File: src/design/mdns_pkg.sv
package mdns_pkg;

    localparam int NAME_BYTES = 63;
    localparam int NAME_AW = 6;

    localparam logic [7:0] POINTER_MARK = 8'hC0;
    localparam logic [3:0] HEADER_LAST = 4'd11;
    localparam logic [3:0] FIXED_LAST = 4'd9;
    localparam logic [3:0] QFIXED_LAST = 4'd3;
    localparam logic [15:0] TYPE_A = 16'd1;
    localparam logic [15:0] TYPE_TXT = 16'd16;
    localparam logic [7:0] FN_F = 8'h66;
    localparam logic [7:0] FN_N = 8'h6E;
    localparam logic [7:0] FN_EQ = 8'h3D;

    typedef enum logic [1:0] {
        KIND_SKIP = 2'd0,
        KIND_A    = 2'd1,
        KIND_TXT  = 2'd2
    } kind_t;

    // controller -> datapath
    typedef struct packed {
        logic       take;      // parse the accepted byte
        logic       flush;     // read name entry at flush index
        logic [5:0] flush_idx;
        logic       clear;     // clear parse state after summary
    } dp_cmd_t;

    // datapath -> controller
    typedef struct packed {
        logic        name_valid;
        logic [5:0]  name_count;
        logic        name_cut;
        logic        address_valid;
        logic [31:0] address_kept;
    } dp_stat_t;

endpackage

File: src/design/mdns_datapath.sv
module mdns_datapath
    import mdns_pkg::*;
(
    input  logic       clk,
    input  logic       rst_n,
    input  dp_cmd_t    cmd,
    input  logic [7:0] packet_byte,
    output dp_stat_t   stat,
    output logic [7:0] name_rd
);

    localparam logic [2:0] PH_HEADER = 3'd0;
    localparam logic [2:0] PH_QNAME = 3'd1;
    localparam logic [2:0] PH_QFIXED = 3'd2;
    localparam logic [2:0] PH_RNAME = 3'd3;
    localparam logic [2:0] PH_RFIXED = 3'd4;
    localparam logic [2:0] PH_RDATA = 3'd5;
    localparam logic [2:0] PH_DONE = 3'd6;

    logic [7:0] name_mem [0:63];

    logic [2:0]  phase_reg, phase_next;
    logic [3:0]  pos_reg, pos_next;
    logic [15:0] q_reg, q_next;
    logic [17:0] rec_reg, rec_next;
    logic [7:0]  skip_reg, skip_next;
    logic [15:0] rtype_reg, rtype_next;
    logic [15:0] dleft_reg, dleft_next;
    logic [7:0]  sleft_reg, sleft_next;
    logic [1:0]  pm_reg, pm_next;
    logic [31:0] acand_reg, acand_next;
    logic [31:0] akept_reg, akept_next;
    logic        aval_reg, aval_next;
    logic [5:0]  ncnt_reg, ncnt_next;
    logic [5:0]  ccnt_reg, ccnt_next;
    logic        nval_reg, nval_next;
    logic        ptail_reg, ptail_next;
    kind_t       kind_reg, kind_next;
    logic        tstop_reg, tstop_next;
    logic        mism_reg, mism_next;
    logic        npend_reg, npend_next;
    logic        ccut_reg, ccut_next;
    logic        ncut_reg, ncut_next;
    logic        wr_en;
    logic [5:0]  wr_addr;

    logic [7:0] b;
    assign b = packet_byte;

    always_comb
    begin
        logic        name_end;
        logic [15:0] hv;
        logic [15:0] dl;
        logic [7:0]  pfx;
        logic        fin;
        phase_next = phase_reg; pos_next = pos_reg; q_next = q_reg;
        rec_next = rec_reg; skip_next = skip_reg; rtype_next = rtype_reg;
        dleft_next = dleft_reg; sleft_next = sleft_reg; pm_next = pm_reg;
        acand_next = acand_reg; akept_next = akept_reg; aval_next = aval_reg;
        ncnt_next = ncnt_reg; ccnt_next = ccnt_reg; nval_next = nval_reg;
        ptail_next = ptail_reg; kind_next = kind_reg; tstop_next = tstop_reg;
        mism_next = mism_reg; npend_next = npend_reg; ccut_next = ccut_reg;
        ncut_next = ncut_reg;
        wr_en = 1'b0; wr_addr = ccnt_reg;
        name_end = 1'b0; fin = 1'b0;
        hv = dleft_reg | {8'd0, b};
        dl = {dleft_reg[15:8], b};
        pfx = (pm_reg == 2'd0) ? FN_F : (pm_reg == 2'd1) ? FN_N : FN_EQ;

        // label walker shared by question and record names
        if (phase_reg == PH_QNAME || phase_reg == PH_RNAME) begin
            if (ptail_reg) begin
                ptail_next = 1'b0;
                name_end = 1'b1;
            end else if (skip_reg != 8'd0) begin
                skip_next = skip_reg - 8'd1;
            end else if (b == 8'd0) begin
                name_end = 1'b1;
            end else if ((b & POINTER_MARK) == POINTER_MARK) begin
                ptail_next = 1'b1;
            end else begin
                skip_next = b;
            end
        end

        if (cmd.take) begin
            unique case (phase_reg)
                PH_HEADER:
                begin
                    if (pos_reg >= 4'd4) begin
                        if (!pos_reg[0]) dleft_next = {b, 8'd0};
                        else if (pos_reg == 4'd5) q_next = hv;
                        else rec_next = rec_reg + {2'd0, hv};
                    end
                    if (pos_reg >= HEADER_LAST) begin
                        dleft_next = 16'd0;
                        pos_next = 4'd0; skip_next = 8'd0; ptail_next = 1'b0;
                        if (q_next != 16'd0) phase_next = PH_QNAME;
                        else phase_next = (rec_next != 18'd0) ? PH_RNAME : PH_DONE;
                    end else begin
                        pos_next = pos_reg + 4'd1;
                    end
                end
                PH_QNAME, PH_RNAME:
                begin
                    if (name_end) begin
                        phase_next = (phase_reg == PH_QNAME) ? PH_QFIXED : PH_RFIXED;
                        pos_next = 4'd0;
                    end
                end
                PH_QFIXED:
                begin
                    if (pos_reg >= QFIXED_LAST) begin
                        q_next = q_reg - 16'd1;
                        pos_next = 4'd0; skip_next = 8'd0; ptail_next = 1'b0;
                        if (q_next != 16'd0) phase_next = PH_QNAME;
                        else phase_next = (rec_reg != 18'd0) ? PH_RNAME : PH_DONE;
                    end else begin
                        pos_next = pos_reg + 4'd1;
                    end
                end
                PH_RFIXED:
                begin
                    if (pos_reg == 4'd0) rtype_next = {b, 8'd0};
                    else if (pos_reg == 4'd1) rtype_next = rtype_reg | {8'd0, b};
                    else if (pos_reg == 4'd8) dleft_next = {b, 8'd0};
                    if (pos_reg >= FIXED_LAST) begin
                        dleft_next = dl;
                        pos_next = 4'd0;
                        if (rtype_reg == TYPE_A && dl == 16'd4 && !aval_reg)
                            kind_next = KIND_A;
                        else if (rtype_reg == TYPE_TXT && !nval_reg)
                            kind_next = KIND_TXT;
                        else
                            kind_next = KIND_SKIP;
                        acand_next = 32'd0; sleft_next = 8'd0; pm_next = 2'd0;
                        mism_next = 1'b0; tstop_next = 1'b0; npend_next = 1'b0;
                        ccnt_next = 6'd0; ccut_next = 1'b0;
                        if (dl == 16'd0) fin = 1'b1;
                        else phase_next = PH_RDATA;
                    end else begin
                        pos_next = pos_reg + 4'd1;
                    end
                end
                PH_RDATA:
                begin
                    if (kind_reg == KIND_A) begin
                        acand_next = {acand_reg[23:0], b};
                    end else if (kind_reg == KIND_TXT && !tstop_reg) begin
                        if (sleft_reg == 8'd0) begin
                            if ({8'd0, b} > dleft_reg - 16'd1) begin
                                tstop_next = 1'b1;
                            end else begin
                                sleft_next = b; pm_next = 2'd0; mism_next = 1'b0;
                                ccnt_next = 6'd0; ccut_next = 1'b0;
                            end
                        end else begin
                            sleft_next = sleft_reg - 8'd1;
                            if (!mism_reg) begin
                                if (pm_reg != 2'd3) begin
                                    if (b == pfx) pm_next = pm_reg + 2'd1;
                                    else mism_next = 1'b1;
                                end else if (ccnt_reg < 6'(NAME_BYTES)) begin
                                    wr_en = 1'b1;
                                    ccnt_next = ccnt_reg + 6'd1;
                                end else begin
                                    ccut_next = 1'b1;
                                end
                            end
                            if (sleft_next == 8'd0 && !mism_next && pm_next == 2'd3) begin
                                npend_next = 1'b1;
                                tstop_next = 1'b1;
                            end
                        end
                    end
                    dleft_next = dleft_reg - 16'd1;
                    if (dleft_next == 16'd0) fin = 1'b1;
                end
                default:
                begin
                end
            endcase
            if (fin) begin
                if (kind_next == KIND_A) begin
                    akept_next = acand_next;
                    aval_next = 1'b1;
                end else if (kind_next == KIND_TXT && npend_next && ccnt_next != 6'd0) begin
                    nval_next = 1'b1;
                    ncnt_next = ccnt_next;
                    ncut_next = ccut_next;
                end
                rec_next = rec_reg - 18'd1;
                phase_next = (rec_next != 18'd0) ? PH_RNAME : PH_DONE;
                pos_next = 4'd0; skip_next = 8'd0; ptail_next = 1'b0;
            end
        end else begin
            skip_next = skip_reg;
            ptail_next = ptail_reg;
        end
    end

    always_ff @(posedge clk or negedge rst_n)
    begin
        if (!rst_n) begin
            phase_reg <= PH_HEADER; pos_reg <= '0; q_reg <= '0; rec_reg <= '0;
            skip_reg <= '0; rtype_reg <= '0; dleft_reg <= '0; sleft_reg <= '0;
            pm_reg <= '0; acand_reg <= '0; akept_reg <= '0; aval_reg <= 1'b0;
            ncnt_reg <= '0; ccnt_reg <= '0; nval_reg <= 1'b0; ptail_reg <= 1'b0;
            kind_reg <= KIND_SKIP; tstop_reg <= 1'b0; mism_reg <= 1'b0;
            npend_reg <= 1'b0; ccut_reg <= 1'b0; ncut_reg <= 1'b0;
        end else if (cmd.clear) begin
            phase_reg <= PH_HEADER; pos_reg <= '0; q_reg <= '0; rec_reg <= '0;
            skip_reg <= '0; rtype_reg <= '0; dleft_reg <= '0; sleft_reg <= '0;
            pm_reg <= '0; acand_reg <= '0; akept_reg <= '0; aval_reg <= 1'b0;
            ncnt_reg <= '0; ccnt_reg <= '0; nval_reg <= 1'b0; ptail_reg <= 1'b0;
            kind_reg <= KIND_SKIP; tstop_reg <= 1'b0; mism_reg <= 1'b0;
            npend_reg <= 1'b0; ccut_reg <= 1'b0; ncut_reg <= 1'b0;
        end else begin
            phase_reg <= phase_next; pos_reg <= pos_next; q_reg <= q_next;
            rec_reg <= rec_next; skip_reg <= skip_next; rtype_reg <= rtype_next;
            dleft_reg <= dleft_next; sleft_reg <= sleft_next; pm_reg <= pm_next;
            acand_reg <= acand_next; akept_reg <= akept_next; aval_reg <= aval_next;
            ncnt_reg <= ncnt_next; ccnt_reg <= ccnt_next; nval_reg <= nval_next;
            ptail_reg <= ptail_next; kind_reg <= kind_next; tstop_reg <= tstop_next;
            mism_reg <= mism_next; npend_reg <= npend_next; ccut_reg <= ccut_next;
            ncut_reg <= ncut_next;
        end
    end

    always_ff @(posedge clk)
    begin
        if (cmd.take && wr_en)
            name_mem[wr_addr] <= b;
        if (cmd.flush)
            name_rd <= name_mem[cmd.flush_idx];
    end

    assign stat.name_valid = nval_next;
    assign stat.name_count = ncnt_next;
    assign stat.name_cut = ncut_next;
    assign stat.address_valid = aval_next;
    assign stat.address_kept = akept_next;

endmodule

File: src/design/mdns_ctrl.sv
module mdns_ctrl
    import mdns_pkg::*;
(
    input  logic        clk,
    input  logic        rst_n,
    input  logic        in_valid,
    input  logic        in_last,
    output logic        in_ready,
    input  dp_stat_t    stat,
    input  logic [7:0]  name_rd,
    output logic        out_valid,
    input  logic        out_ready,
    output logic [47:0] out_data,
    output logic        out_user,
    output logic        out_last,
    output dp_cmd_t     cmd
);

    typedef enum logic [2:0] {
        ST_PARSE = 3'b001,
        ST_FLUSH = 3'b010,
        ST_SUM   = 3'b100
    } state_t;

    state_t      state_reg, state_next;
    logic [5:0]  idx_reg, idx_next;      // next entry to read
    logic [5:0]  len_reg, len_next;
    logic        ov_reg, ov_next;        // output word holds a name byte
    logic [31:0] addr_reg, addr_next;
    logic        af_reg, af_next;
    logic        cut_reg, cut_next;
    logic        sv_reg, sv_next;        // summary word on output
    logic        take;
    logic        out_fire;
    logic        rd_pend_reg;

    assign take = in_valid && in_ready;
    assign out_fire = out_valid && out_ready;
    assign in_ready = (state_reg == ST_PARSE) && !out_valid;

    always_comb
    begin
        state_next = state_reg; idx_next = idx_reg; len_next = len_reg;
        ov_next = ov_reg; addr_next = addr_reg;
        af_next = af_reg; cut_next = cut_reg; sv_next = sv_reg;
        cmd = '0;
        cmd.take = take;
        cmd.flush_idx = idx_reg;
        if (out_fire) begin
            ov_next = 1'b0;
            sv_next = 1'b0;
        end
        unique case (state_reg)
            ST_PARSE:
            begin
                if (take && in_last) begin
                    len_next = stat.name_valid ? stat.name_count : 6'd0;
                    addr_next = stat.address_valid ? stat.address_kept : 32'd0;
                    af_next = stat.address_valid;
                    cut_next = stat.name_valid && stat.name_cut;
                    idx_next = 6'd0;
                    state_next = ST_FLUSH;
                end
            end
            ST_FLUSH:
            begin
                // read one entry per free output slot
                if (!rd_pend_reg && (!ov_reg || out_fire)) begin
                    if (idx_reg == len_reg) begin
                        state_next = ST_SUM;
                    end else begin
                        cmd.flush = 1'b1;
                        idx_next = idx_reg + 6'd1;
                    end
                end
            end
            ST_SUM:
            begin
                if (!ov_reg && !sv_reg) begin
                    sv_next = 1'b1;
                    cmd.clear = 1'b1;
                end else if (sv_reg && out_fire) begin
                    state_next = ST_PARSE;
                end
            end
            default:
            begin
                state_next = ST_PARSE;
            end
        endcase
        if (rd_pend_reg)
            ov_next = 1'b1;
    end

    always_ff @(posedge clk or negedge rst_n)
    begin
        if (!rst_n) begin
            state_reg <= ST_PARSE; idx_reg <= '0; len_reg <= '0; ov_reg <= 1'b0;
            af_reg <= 1'b0; cut_reg <= 1'b0; sv_reg <= 1'b0;
            rd_pend_reg <= 1'b0;
        end else begin
            state_reg <= state_next; idx_reg <= idx_next; len_reg <= len_next;
            ov_reg <= ov_next; af_reg <= af_next;
            cut_reg <= cut_next; sv_reg <= sv_next;
            rd_pend_reg <= cmd.flush;
        end
    end

    always_ff @(posedge clk)
    begin
        addr_reg <= addr_next;
    end

    assign out_valid = ov_reg || sv_reg;
    assign out_user = sv_reg;
    assign out_last = sv_reg;
    // fields low to high: name_char, ipv4_address, address_found,
    // name_length, name_truncated
    assign out_data = sv_reg ? {cut_reg, len_reg, af_reg, addr_reg, 8'd0}
                             : {40'd0, name_rd};

endmodule

File: src/design/mdns_response_field_extractor_core.sv
// Channel   | Signals                                | Word
// s_axis    | s_axis_tvalid/tready/tdata/tlast       | tdata[7:0] packet_byte, tlast end_of_packet
// m_axis    | m_axis_tvalid/tready/tdata/tuser/tlast | tdata[47:0] result fields,
//           |                                        | tuser is_summary, tlast last_result
//
// One packet byte is taken per cycle while parsing; the parse datapath
// updates all record state in the cycle a byte is accepted.
// After the last byte the name buffer is read out one name word at a time (registered RAM
// read), each read issued once the previous word is taken, then the summary word follows.
// Input is held off from the last byte until the summary is taken; rst_n clears
// all control state.
module mdns_response_field_extractor_core
    import mdns_pkg::*;
(
    input  logic        clk,
    input  logic        rst_n,
    input  logic        s_axis_tvalid,
    output logic        s_axis_tready,
    input  logic [7:0]  s_axis_tdata,   // packet_byte
    input  logic        s_axis_tlast,   // end_of_packet
    output logic        m_axis_tvalid,
    input  logic        m_axis_tready,
    output logic [47:0] m_axis_tdata,   // name_char, ipv4_address, address_found,
                                        // name_length, name_truncated
    output logic        m_axis_tuser,   // is_summary
    output logic        m_axis_tlast    // last_result
);

    dp_cmd_t    cmd;
    dp_stat_t   stat;
    logic [7:0] name_rd;

    mdns_datapath u_dp (
        .clk(clk), .rst_n(rst_n), .cmd(cmd), .packet_byte(s_axis_tdata),
        .stat(stat), .name_rd(name_rd)
    );

    mdns_ctrl u_ctrl (
        .clk(clk), .rst_n(rst_n), .in_valid(s_axis_tvalid), .in_last(s_axis_tlast),
        .in_ready(s_axis_tready), .stat(stat), .name_rd(name_rd),
        .out_valid(m_axis_tvalid), .out_ready(m_axis_tready),
        .out_data(m_axis_tdata), .out_user(m_axis_tuser), .out_last(m_axis_tlast),
        .cmd(cmd)
    );

`ifndef ASSERT_OFF
    a_no_take_while_out: assert property (@(posedge clk) disable iff (!rst_n)
        m_axis_tvalid |-> !s_axis_tready) else $error("input taken during output");
    a_last_is_summary: assert property (@(posedge clk) disable iff (!rst_n)
        (m_axis_tvalid && m_axis_tlast) |-> m_axis_tuser)
        else $error("last result without summary flag");
    a_take_and_flush: assert property (@(posedge clk) disable iff (!rst_n)
        !(cmd.take && cmd.flush)) else $error("parse during flush");
`endif

endmodule
File: config.mk
export PLATFORM = sky130hd
export DESIGN_NAME = mdns_response_field_extractor_core
export DESIGN_NICKNAME = d
export VERILOG_FILES = /design/src/design/mdns_pkg.sv /design/src/design/mdns_datapath.sv /design/src/design/mdns_ctrl.sv /design/src/design/mdns_response_field_extractor_core.sv
export SDC_FILE = /design/constraint.sdc
export NUM_CORES = 1
export LEC_CHECK = 0
export ABC_AREA = 0
export BUFFER_PORTS_ARGS = -buffer_cell sky130_fd_sc_hd__buf_4
export CAP_MARGIN = 10
export CORE_MARGIN = 10
export CORE_UTILIZATION = 45
export DETAILED_ROUTE_END_ITERATION = 8
export PLACE_DENSITY = 0.58
export SYNTH_ARGS = -nofsm -noshare
export SYNTH_HDL_FRONTEND = slang
export SYNTH_SLANG_ARGS = --single-unit
File: constraint.sdc
create_clock -name clk -period 4.29 [get_ports clk]
set_input_delay 0.858 -clock clk [delete_from_list [all_inputs] [get_ports clk]]
set_output_delay 0.858 -clock clk [all_outputs]
set_load 0.1 [all_outputs]
==> results of run 1 <==
==> cells in the mapped netlist (13+ instances only) <==
cell type / instances / share of area [%]
nor4_1: 23 / 0.42
o21ai_0: 137 / 2.0
a22o_1: 49 / 1.2
dfrtp_1: 196 / 14
nand3b_1: 13 / 0.28
inv_1: 45 / 0.49
nor2_1: 268 / 2.9
ha_1: 40 / 1.5
xnor2_1: 14 / 0.36
clkbuf_1: 122 / 1.3
or3_1: 13 / 0.24
xor2_1: 25 / 0.64
nand2_1: 183 / 2.0
mux4_2: 168 / 11
nor2b_1: 18 / 0.33
a21o_1: 20 / 0.44
or2_2: 14 / 0.25
nor3_1: 35 / 0.51
and3_1: 16 / 0.29
nand3_1: 88 / 1.3
o31ai_1: 21 / 0.46
nand2b_1: 17 / 0.31
a31oi_1: 16 / 0.29
and2_1: 52 / 0.95
buf_1: 25 / 0.27
edfxtp_1: 552 / 48
a21oi_1: 163 / 2.4
==> power groups by stage <==
stage	registers [mW]	logic [mW]	clock network, mW
after floorplan	8.65	5.35	0
after global placement	9.03	7.04	0
after detailed placement	9.05	7.13	0
after CTS	8.90	7.16	7.24
after global routing	8.98	7.85	7.53
final	8.92	7.17	7.11
==> layer usage <==
layer,global-route usage (%),vias to the layer above,part of all wire (%)
met3,2.89,147,5.6
met5,0,-,0.016
met4,5.73,2,2.5
met1,29.1,11500,43
met2,34.7,716,49
li1,-,10000,-
==> stage by stage <==
| step | setup slack [ns] | instances | power, mW | instance area, um2 |
|---|---|---|---|---|
| global route | 0.0852 | 3719 | 24.4 | 39400 |
| detailed placement | 0.0207 | 3568 | 16.2 | 36700 |
| finish | 0.268 | 3721 | 23.2 | 39400 |
| CTS | 0.261 | 3719 | 23.3 | 39400 |
| global placement | 0.0195 | 3568 | 16.1 | 36700 |
| floorplan | 0.144 | 2546 | 14.0 | 34400 |
==> how the worst min path moves through the flow <==
stage                                              end  slack, ns
after CTS                  u_dp.akept_reg[7]$_DFF_PN0_       0.32
after global routing      u_dp.akept_reg[31]$_DFF_PN0_       0.35
after floorplan              u_ctrl.af_reg$_DFFE_PN0P_       0.44
final                      u_dp.akept_reg[7]$_DFF_PN0_       0.27
after detailed placement    u_dp.npend_reg$_DFFE_PN0N_       0.47
after global placement      u_dp.npend_reg$_DFFE_PN0N_       0.46
==> cell families (layout without fill, tap and decap cells) <==
logic type	Yosys count	count (layout)	synth area share, %
AND/OR/NAND/NOR	808	808	11.6
flip-flops	749	749	62.5
AO/OA/AOI/OAI	525	525	9.69
buffers and inverters	203	398	2.28
multiplexers	180	180	11.3
adder cells (fa/ha/maj)	42	42	1.54
XOR/XNOR	39	39	0.993
other	0	2	0
==> cell type report <==
cell class	count	area (um2)
fillers	6451	36400
diodes	2	5.00
clock buffers	113	2270
repair buffers	202	1620
flip-flops and latches	749	21500
well taps	978	1220
multi-input cells	1594	12200
clock inverters	38	485
inverters	45	169
==> reports/metrics.yaml, run 1 <==
logic_synthesis:
  synth-edff-count: 552
  synth_cell_types: 96
  synth_fp_nets: 2600
  yosysSeqAreaShare_pct: 62.5
  synth_area_per_cell_um2: 13.5
  synth_seq_cells: 749
  synthArstFlopShare_pct: 26.3
  yosysWarnings: 0
  synthCells: 2546
  synth_top_flop_cell: "edfxtp_1"
  syn_area_um2: 34400
power_and_ir_drop:
  sw_frac_of_total_pct: 34.3
  irDropWorstVdd_v: 0.000312
  p_leak_nw: 14.0
  power_frac_comb_pct: 30.9
  internal-power_mw: 15.2
  p_per_area_nw_per_um2: 588
  power.switching_mw: 7.95
  clockPowerShare_pct: 30.6
  power_frac_seq_pct: 38.5
sta:
  hold_viol: 0
  finalSetupTns_ns: 0
  clock_skew_ns: 0.0404
  rsz0062_at_grt: "no"
  finalCritPeriodShare_pct: 93.8
  worst_slew_pin_slew_ns: 0.912
  slew_violations: 0
  period_minus_slack_ns: 4.02
  setup_viol: 0
  whs_ns: 0.268
  fmax_mhz: 249
  relSlewSlack_pct: 39.0
setup_path:
  cp_num_cells: 15
  cp_slowest_stage_delay_ns: 0.48
  r2r_cells: 15
  end_kind: "flip-flop"
  critPathLaunchType: "flip-flop"
  crit_arrival_ns: 4.52
  critPathLaunch: "u_dp.dleft_reg[0]$_DFFE_PN0P_"
  critical_path_class: "flip-flop to flip-flop"
  required_ns: 4.79
  cp_top_family: "simple AND/OR/NAND/NOR gates"
  critPathBufInv: 1
  slowest_stage: "dfrtp_1"
  cp_max_fo: 8
  r2r-start: "u_dp.dleft_reg[0]$_DFFE_PN0P_"
  timing.rr.end: "u_ctrl.len_reg[3]$_DFFE_PN0P_"
  r2r_setup_slack_ns: 0.27
  crit_end: "u_ctrl.len_reg[3]$_DFFE_PN0P_"
  path_cells: "inv_1 -> ha_1 -> nor3b_1 -> xnor2_1 -> ha_1 -> and3_1 -> and3_1 -> a31oi_1 -> a21oi_1 -> o21ai_2 -> nand2_1 -> a311oi_2 -> nor4bb_1 -> or3b_1 -> a22o_1"
detailed_routing:
  initialDrtViolationCount: 2261
  ant_nets: 0
  vias: 22300
  wl_per_cell_um: 24.7
  drt_pass1_iterations: 6
  drc: 0
  viasPerCell: 6.00
  wl_um: 91700
floorplanning:
  die_y_um: 297
  num_io_pins: 65
  row_count: 101
  core_um2: 75800
  die_w_um: 297
  die_area_um2: 87900
  start_util_pct: 45.4
clock_network:
  cts_made_buffers: 81
  cts_tree: "yes"
  ctsResizeCount: 0
  post-cts-setup-buffers: 0
  clock_path_buffers: 3
  clk_pin_slew_ns: 0.06
  htree_num_levels: 3
  cts_num_sinks: 749
  hold_buffers: 0
  clockRootBuffer: "clkbuf_16"
  clock_latency_ns: 0.64
placement:
  dpl.hpwl_um: 61100
  io_buffers: 64
  place_congestion: 0.896
grt:
  grt_pass1_vias: 22400
  antenna_found_initial: 2
  grt_pass1_wl_um: 142000
  grt_max_degree: 92
  grt_usage_pct: 21.1
  grt-ovfl-total: 0
min_path:
  hold_class: "primary input to async pin"
final_layout:
  nets: 2727
  final_cell_mix: "552 x edfxtp_1, 267 x nor2_1, 193 x buf_4, 193 x dfrtp_1, 183 x nand2_1"
  drive_gt1_share_pct: 20.2
  regMostFlops: "u_dp.name_mem"
  final_common_cell: "edfxtp_1"
  largest_reg_flops: 512
  final_util_pct: 52.0
  area_delta_synth_final_pct: 14.6
flow_run:
  drv_cap: 0
outcome:
  status: "completed"
Power figures use the tool's default switching activity.
==> run 2, diff against run 1 <==
Settings changed: ABC_AREA 0 to 1.
==> reports/metrics.yaml, run 2 <==
outcome:
  status: "completed"  # unchanged
logic_synthesis:
  syn_area_um2: 35200  # was 34400 um2
  netlist_top_cells_count: "552 x edfxtp_1, 534 x nand2_1, 508 x nor2_1, 437 x o21ai_0, 357 x inv_1"  # was 552 x edfxtp_1, 268 x nor2_1, 196 x dfrtp_1, 183 x nand2_1, 168 x mux4_2
  synth_fp_nets: 3632  # was 2600
  synthCells: 3578  # was 2546
  synth.top_cell.area_share_pct: 47.1  # was 48.2%
  synth_cell_types: 62  # was 96
  synth_top_flop_cell: "edfxtp_1"  # unchanged
  synthTopCellsByArea: "edfxtp_1 47%, dfrtp_1 14%, o21ai_0 6.2%"  # was edfxtp_1 48%, dfrtp_1 14%, mux4_2 11%
  synth.most_common_cell: "edfxtp_1"  # unchanged
  yosysSeqAreaShare_pct: 61.1  # was 62.5%
  synth-edff-count: 552  # unchanged
  synthArstFlopShare_pct: 26.3  # unchanged
  synth_top_area_cell: "edfxtp_1"  # unchanged
  yosysWarnings: 0  # unchanged
  synth_area_per_cell_um2: 9.83  # was 13.5 um2
  synth_seq_cells: 749  # unchanged
detailed_routing:
  drt_pass1_iterations: 5  # was 6
  initialDrtViolationCount: 2277  # was 2261
  viasPerCell: 5.51  # was 6.00
  drc: 0  # unchanged
  wl_um: 98800  # was 91700 um
  vias: 26200  # was 22.3k
  wl_per_cell_um: 20.8  # was 24.7 um
  ant_nets: 0  # unchanged
setup_path:
  critPathLaunchType: "flip-flop"  # unchanged
  crit_arrival_ns: 3.94  # was 4.52 ns
  cp_max_fo: 10  # was 8
  r2r-start: "u_dp.sleft_reg[0]$_DFFE_PN0P_"  # was u_dp.dleft_reg[0]$_DFFE_PN0P_
  critPathLaunch: "u_dp.sleft_reg[0]$_DFFE_PN0P_"  # was u_dp.dleft_reg[0]$_DFFE_PN0P_
  required_ns: 4.55  # was 4.79 ns
  end_kind: "flip-flop"  # unchanged
  critical_path_class: "flip-flop to flip-flop"  # unchanged
grt:
  grt_pass1_vias: 25500  # was 22.4k
  antenna_found_initial: 1  # was 2
  grt-ovfl-total: 0  # unchanged
  grt_pass1_wl_um: 154000  # was 142000 um
  met2_usage_pct: 35.9  # was 34.7%
  grt_max_degree: 135  # was 92
  grt_usage_pct: 21.7  # was 21.1%
  grt_util_met1_pct: 29.3  # was 29.1%
  use_met3_pct: 3.58  # was 2.89%
  grt.busiest_layer: "met2"  # unchanged
floorplanning:
  num_io_pins: 65  # unchanged
  core_um2: 77500  # was 75800 um2
  die_w_um: 300  # was 297 um
  die_area_um2: 89800  # was 87900 um2
  die_y_um: 300  # was 297 um
  row_count: 102  # was 101
  start_util_pct: 45.4  # about the same
final_layout:
  final_cell_mix: "552 x edfxtp_1, 534 x nand2_1, 506 x nor2_1"  # was 552 x edfxtp_1, 267 x nor2_1, 193 x buf_4, 193 x dfrtp_1, 183 x nand2_1
  area_delta_synth_final_pct: 13.2  # was 14.6%
  final_common_cell: "edfxtp_1"  # unchanged
  num_antenna_cells: 0  # was 2
  fillers: 7047  # was 6451
  nets: 3696  # was 2727
  regMostFlops: "u_dp.name_mem"  # unchanged
  drive_gt1_share_pct: 10.5  # was 20.2%
  largest_reg_flops: 512  # unchanged
  final-instance-count-excl-fill: 4749  # was 3721
clock_network:
  cts_made_buffers: 83  # was 81
  clockRootBuffer: "clkbuf_16"  # unchanged
  htree_num_levels: 3  # unchanged
  cts_tree: "yes"  # unchanged
  post-cts-setup-buffers: 0  # unchanged
  hold_buffers: 0  # unchanged
  ctsResizeCount: 0  # unchanged
  clock_path_buffers: 3  # unchanged
  clk_pin_slew_ns: 0.07  # was 0.06 ns
  clock_latency_ns: 0.65  # was 0.64 ns
  cts_num_sinks: 749  # unchanged
placement:
  pre_cts_slack_ns: 0.366  # was 0.0207 ns
  dpl.hpwl_um: 63700  # was 61100 um
  place_congestion: 0.910  # was 0.896
  placed_cells: 4597  # was 3568
  io_buffers: 64  # unchanged
power_and_ir_drop:
  p_per_area_nw_per_um2: 613  # was 588 nW/um2
  irDropWorstVdd_v: 0.000414  # was 0.000312 V
  p_leak_nw: 15.7  # was 14.0 nW
sta:
  slew_violations: 0  # unchanged
  fmax_mhz: 271  # was 249 MHz
  rsz0062_at_grt: "no"  # unchanged
  worst_slew_pin_slew_ns: 1.15  # was 0.912 ns
  finalCritPeriodShare_pct: 85.9  # was 93.8%
  period_minus_slack_ns: 3.68  # was 4.02 ns
  clock_skew_ns: 0.0349  # was 0.0404 ns
  setup_viol: 0  # unchanged
  hold_viol: 0  # unchanged
  fin_ws_ns: 0.606  # was 0.268 ns
  relSlewSlack_pct: 23.0  # was 39.0%
  finalSetupTns_ns: 0  # unchanged
min_path:
  hold_class: "primary input to async pin"  # unchanged
flow_run:
  drv_cap: 0  # unchanged
run 2: power breakdown:
part,internal [mW],switching [mW]
registers,8.46,0.544
logic,2.48,5.71
clock network,4.22,3.00
total,15.2,9.25
run 2: worst paths after layout:
kind | end | slack [ns] | depth (start not counted)
max reg2reg | u_dp.name_mem[23][4]$_DFFE_PP_ | 0.61 | 13
min reg2reg | u_dp.sleft_reg[3]$_DFFE_PN0P_ | 0.51 | 2
min | u_dp.rec_reg[16]$_DFFE_PN0P_ | 0.24 | 1
max | u_dp.name_mem[23][4]$_DFFE_PP_ | 0.61 | 13
min in group clk | u_ctrl.out_last$_DFF_PN0_ | 0.43 | 2
max in group asynchronous | u_dp.ncnt_reg[1]$_DFF_PN0_ | 3.10 | 2
run 2: cell type report:
class | count | area [um2] | share of cell area (%)
Clock inverter | 44 | 478 | 1.20
Timing Repair Buffer | 152 | 1240 | 3.10
Multi-Input combinational cell | 2256 | 11500 | 28.8
Inverter | 400 | 1510 | 3.80
Tap cell | 1040 | 1300 | 3.27
Sequential cell | 749 | 21500 | 54.0
Clock buffer | 108 | 2290 | 5.76
run 2: metal layers:
metal  wire (um)  up-vias
met5           0        -
met4        2400        0
met3        5470      152
met2       47000      727
met1       43900    12700
li1            -    12500
run 2: logic make-up after synthesis:
| kind of cell | after synthesis | share of synthesized area [%] |
|---|---|---|
| flip-flops | 749 | 61.1 |
| buffers and inverters | 573 | 6.26 |
| XOR/XNOR | 60 | 1.54 |
| AND/OR/NAND/NOR | 1315 | 15.6 |
| adder cells (fa/ha/maj) | 41 | 1.48 |
| AO/OA/AOI/OAI | 840 | 14.0 |
run 2: per-stage QoR:
stage          total power, mW  util (%)  cell area [um2]  hold slack [ns]
2_1_floorplan             15.0         -            35200            0.432
3_3_place_gp              17.3      47.8            37100            0.490
3_5_place_dp              17.3      47.8            37100            0.501
4_1_cts                   24.5      51.4            39800            0.248
5_1_grt                   25.9      51.4            39800            0.273
6_report                  24.4      51.4            39800            0.240
run 2: worst max-delay path: stages, from the launching register on:
cell	delay, ns
dfrtp_1	0.37
inv_1	0.09
ha_1	0.23
nand3_1	0.12
nor2_1	0.05
nand2_1	0.12
nor3_4	0.09
inv_2	0.10
nand2_1	0.08
nor2_1	0.20
nand2_1	0.08
nor3_1	0.44
nand2_1	0.54
nor2_1	0.78
==> run 3, diff against run 2 <==
Settings changed: CTS_CLUSTER_DIAMETER set to 200.
Clock period 4.29 ns to 4.3 ns, I/O delays scaled along.
==> reports/metrics.yaml, run 3 (synthesized netlist as in run 2, its figures left out) <==
final_layout:
  fillers: 7133  # was 7047
  finalInstanceArea_um2: 39700  # was 39800 um2
  final-instance-count-excl-fill: 4753  # was 4749
  final_cell_mix: "552 x edfxtp_1, 534 x nand2_1, 506 x nor2_1"  # unchanged
  drive_gt1_share_pct: 10.2  # was 10.5%
  regMostFlops: "u_dp.name_mem"  # unchanged
  largest_reg_flops: 512  # unchanged
  final_common_cell: "edfxtp_1"  # unchanged
  nets: 3700  # was 3696
  area_delta_synth_final_pct: 12.9  # was 13.2%
grt:
  grt_max_degree: 155  # was 135
  grt-ovfl-total: 0  # unchanged
  grt_pass1_wl_um: 152000  # was 154000 um
  antenna_found_initial: 2  # was 1
  grt_pass1_vias: 25300  # was 25.5k
  grt_usage_pct: 21.6  # was 21.7%
setup_path:
  cp_top_family: "simple AND/OR/NAND/NOR gates"  # unchanged
  r2r_cells: 13  # unchanged
  cp_num_cells: 13  # unchanged
  cp_slowest_stage_delay_ns: 0.78  # about the same
  crit_path_frequent_cell: "nand2_1"  # unchanged
  critPathLaunchType: "flip-flop"  # unchanged
  timing.rr.end: "u_dp.name_mem[23][5]$_DFFE_PP_"  # was u_dp.name_mem[23][4]$_DFFE_PP_
  r2r_setup_slack_ns: 0.62  # was 0.61 ns
  path_cells: "inv_1 -> ha_1 -> nand3_1 -> nor2_1 -> nand2_1 -> nor3_4 -> inv_2 -> nand2_1 -> nor2_1 -> nand2_1 -> nor3_1 -> nand2_1 -> nor2_1"  # unchanged
  cp_max_fo: 10  # unchanged
  r2r-start: "u_dp.sleft_reg[0]$_DFFE_PN0P_"  # unchanged
  end_kind: "flip-flop"  # unchanged
  critPathBufInv: 2  # unchanged
  required_ns: 4.55  # about the same
  critical_path_class: "flip-flop to flip-flop"  # unchanged
  crit_arrival_ns: 3.93  # was 3.94 ns
  crit_end: "u_dp.name_mem[23][5]$_DFFE_PP_"  # was u_dp.name_mem[23][4]$_DFFE_PP_
  critPathLaunch: "u_dp.sleft_reg[0]$_DFFE_PN0P_"  # unchanged
  slowest_stage: "nor2_1"  # unchanged
power_and_ir_drop:
  irDropWorstVdd_v: 0.000354  # was 0.000414 V
  p_per_area_nw_per_um2: 607  # was 613 nW/um2
  power_mw: 24.1  # was 24.4 mW
  p_leak_nw: 15.7  # about the same
sta:
  finalCritPeriodShare_pct: 85.6  # was 85.9%
  period_minus_slack_ns: 3.68  # about the same
  whs_ns: 0.286  # was 0.240 ns
  slew_violations: 0  # unchanged
  finalSetupTns_ns: 0  # unchanged
  clock_skew_ns: 0.0383  # was 0.0349 ns
  relSlewSlack_pct: 24.4  # was 23.0%
  rsz0062_at_grt: "no"  # unchanged
  fmax_mhz: 272  # was 271 MHz
  setup_viol: 0  # unchanged
  hold_viol: 0  # unchanged
  worst_slew_pin_slew_ns: 1.13  # was 1.15 ns
detailed_routing:
  ant_nets: 0  # unchanged
  wl_um: 98600  # was 98800 um
  drt_pass1_iterations: 6  # was 5
  vias: 26300  # was 26.2k
  wl_per_cell_um: 20.8  # about the same
  drc: 0  # unchanged
  viasPerCell: 5.53  # was 5.51
  initialDrtViolationCount: 2226  # was 2277
placement:
  placed_cells: 4601  # was 4597
  io_buffers: 64  # unchanged
  place_congestion: 0.907  # was 0.910
  dpl.hpwl_um: 64100  # was 63700 um
  post_dp_cell_area_um2: 37100  # about the same
clock_network:
  hold_buffers: 0  # unchanged
  post-cts-setup-buffers: 0  # unchanged
  clockRootBuffer: "clkbuf_16"  # unchanged
  cts_made_buffers: 83  # unchanged
  cts_tree: "yes"  # unchanged
  clock_path_buffers: 3  # unchanged
  clk_pin_slew_ns: 0.06  # was 0.07 ns
  clock_latency_ns: 0.64  # was 0.65 ns
  ctsResizeCount: 0  # unchanged
  htree_num_levels: 3  # unchanged
  cts_num_sinks: 749  # unchanged
floorplanning:
  start_util_pct: 45.4  # unchanged
  die_area_um2: 89800  # unchanged
  num_io_pins: 65  # unchanged
  die_w_um: 300  # unchanged
  die_y_um: 300  # unchanged
  core_um2: 77500  # unchanged
  row_count: 102  # unchanged
outcome:
  status: "completed"  # unchanged
min_path:
  hold_class: "primary input to async pin"  # unchanged
flow_run:
  drv_cap: 0  # unchanged
run 3: cell count changes in the layout (fill, tap and decap cells not counted), moves of 3 or more:
cell        before  now
clkinvlp_4       7    2
clkinv_1        17   24
clkbuf_1        16   25
clkinv_2        17   11
buf_4          144  149
bufinv_16        7    4
run 3: routing by layer:
| layer | global-route usage, % | routed length, um |
|---|---|---|
| met4 | 7.57 | 3360 |
| met2 | 34.5 | 45700 |
| met1 | 29.1 | 43100 |
| met3 | 4.33 | 6460 |
| met5 | 0 | 0 |
run 3: power by group:
part	switching, mW	total (mW)	internal (mW)	leakage [nW]
logic	5.73	8.22	2.49	6.88
registers	0.521	8.97	8.45	7.52
clock network	2.91	6.90	3.99	1.28
run 3: worst min-delay path by stage:
stage | startpoint | depth (start not counted) | slack, ns | endpoint
4_1_cts | rst_n | 1 | 0.37 | u_dp.q_reg[12]$_DFFE_PN0P_
3_3_place_gp | u_dp.sleft_reg[3]$_DFFE_PN0P_ | 2 | 0.49 | u_dp.sleft_reg[3]$_DFFE_PN0P_
5_1_grt | rst_n | 1 | 0.36 | u_dp.rec_reg[14]$_DFFE_PN0P_
3_5_place_dp | u_dp.sleft_reg[3]$_DFFE_PN0P_ | 2 | 0.50 | u_dp.sleft_reg[3]$_DFFE_PN0P_
6_report | rst_n | 1 | 0.29 | u_dp.rec_reg[14]$_DFFE_PN0P_
2_1_floorplan | u_ctrl.rd_pend_reg$_DFF_PN0_ | 2 | 0.43 | u_ctrl.ov_reg$_DFFE_PN0P_
run 3: worst register-to-register path, delay by kind of cell (launching register included):
kind	cells	cell delay, ns
flip-flops	1	0.37
buffers and inverters	2	0.18
adder cells (fa/ha/maj)	1	0.23
AND/OR/NAND/NOR	10	2.53
run 3: cell type report:
class / instances / area (um2) / share of cell area (%)
tap: 1040 / 1300 / 3.28
clock inverter: 35 / 332 / 0.835
clock buffer: 116 / 2300 / 5.80
antenna: 1 / 2.50 / 0.00630
timing repair buffer: 156 / 1250 / 3.16
multi-input combinational: 2256 / 11500 / 28.9
sequential: 749 / 21500 / 54.2
inverter: 400 / 1510 / 3.81
run 3: per-stage QoR:
stage          worst slack, ns  utilization (%)
6_report                 0.617             51.3
3_5_place_dp             0.362             47.9
4_1_cts                  0.572             51.3
3_3_place_gp             0.371             47.9
2_1_floorplan            0.152                -
5_1_grt                  0.181             51.3
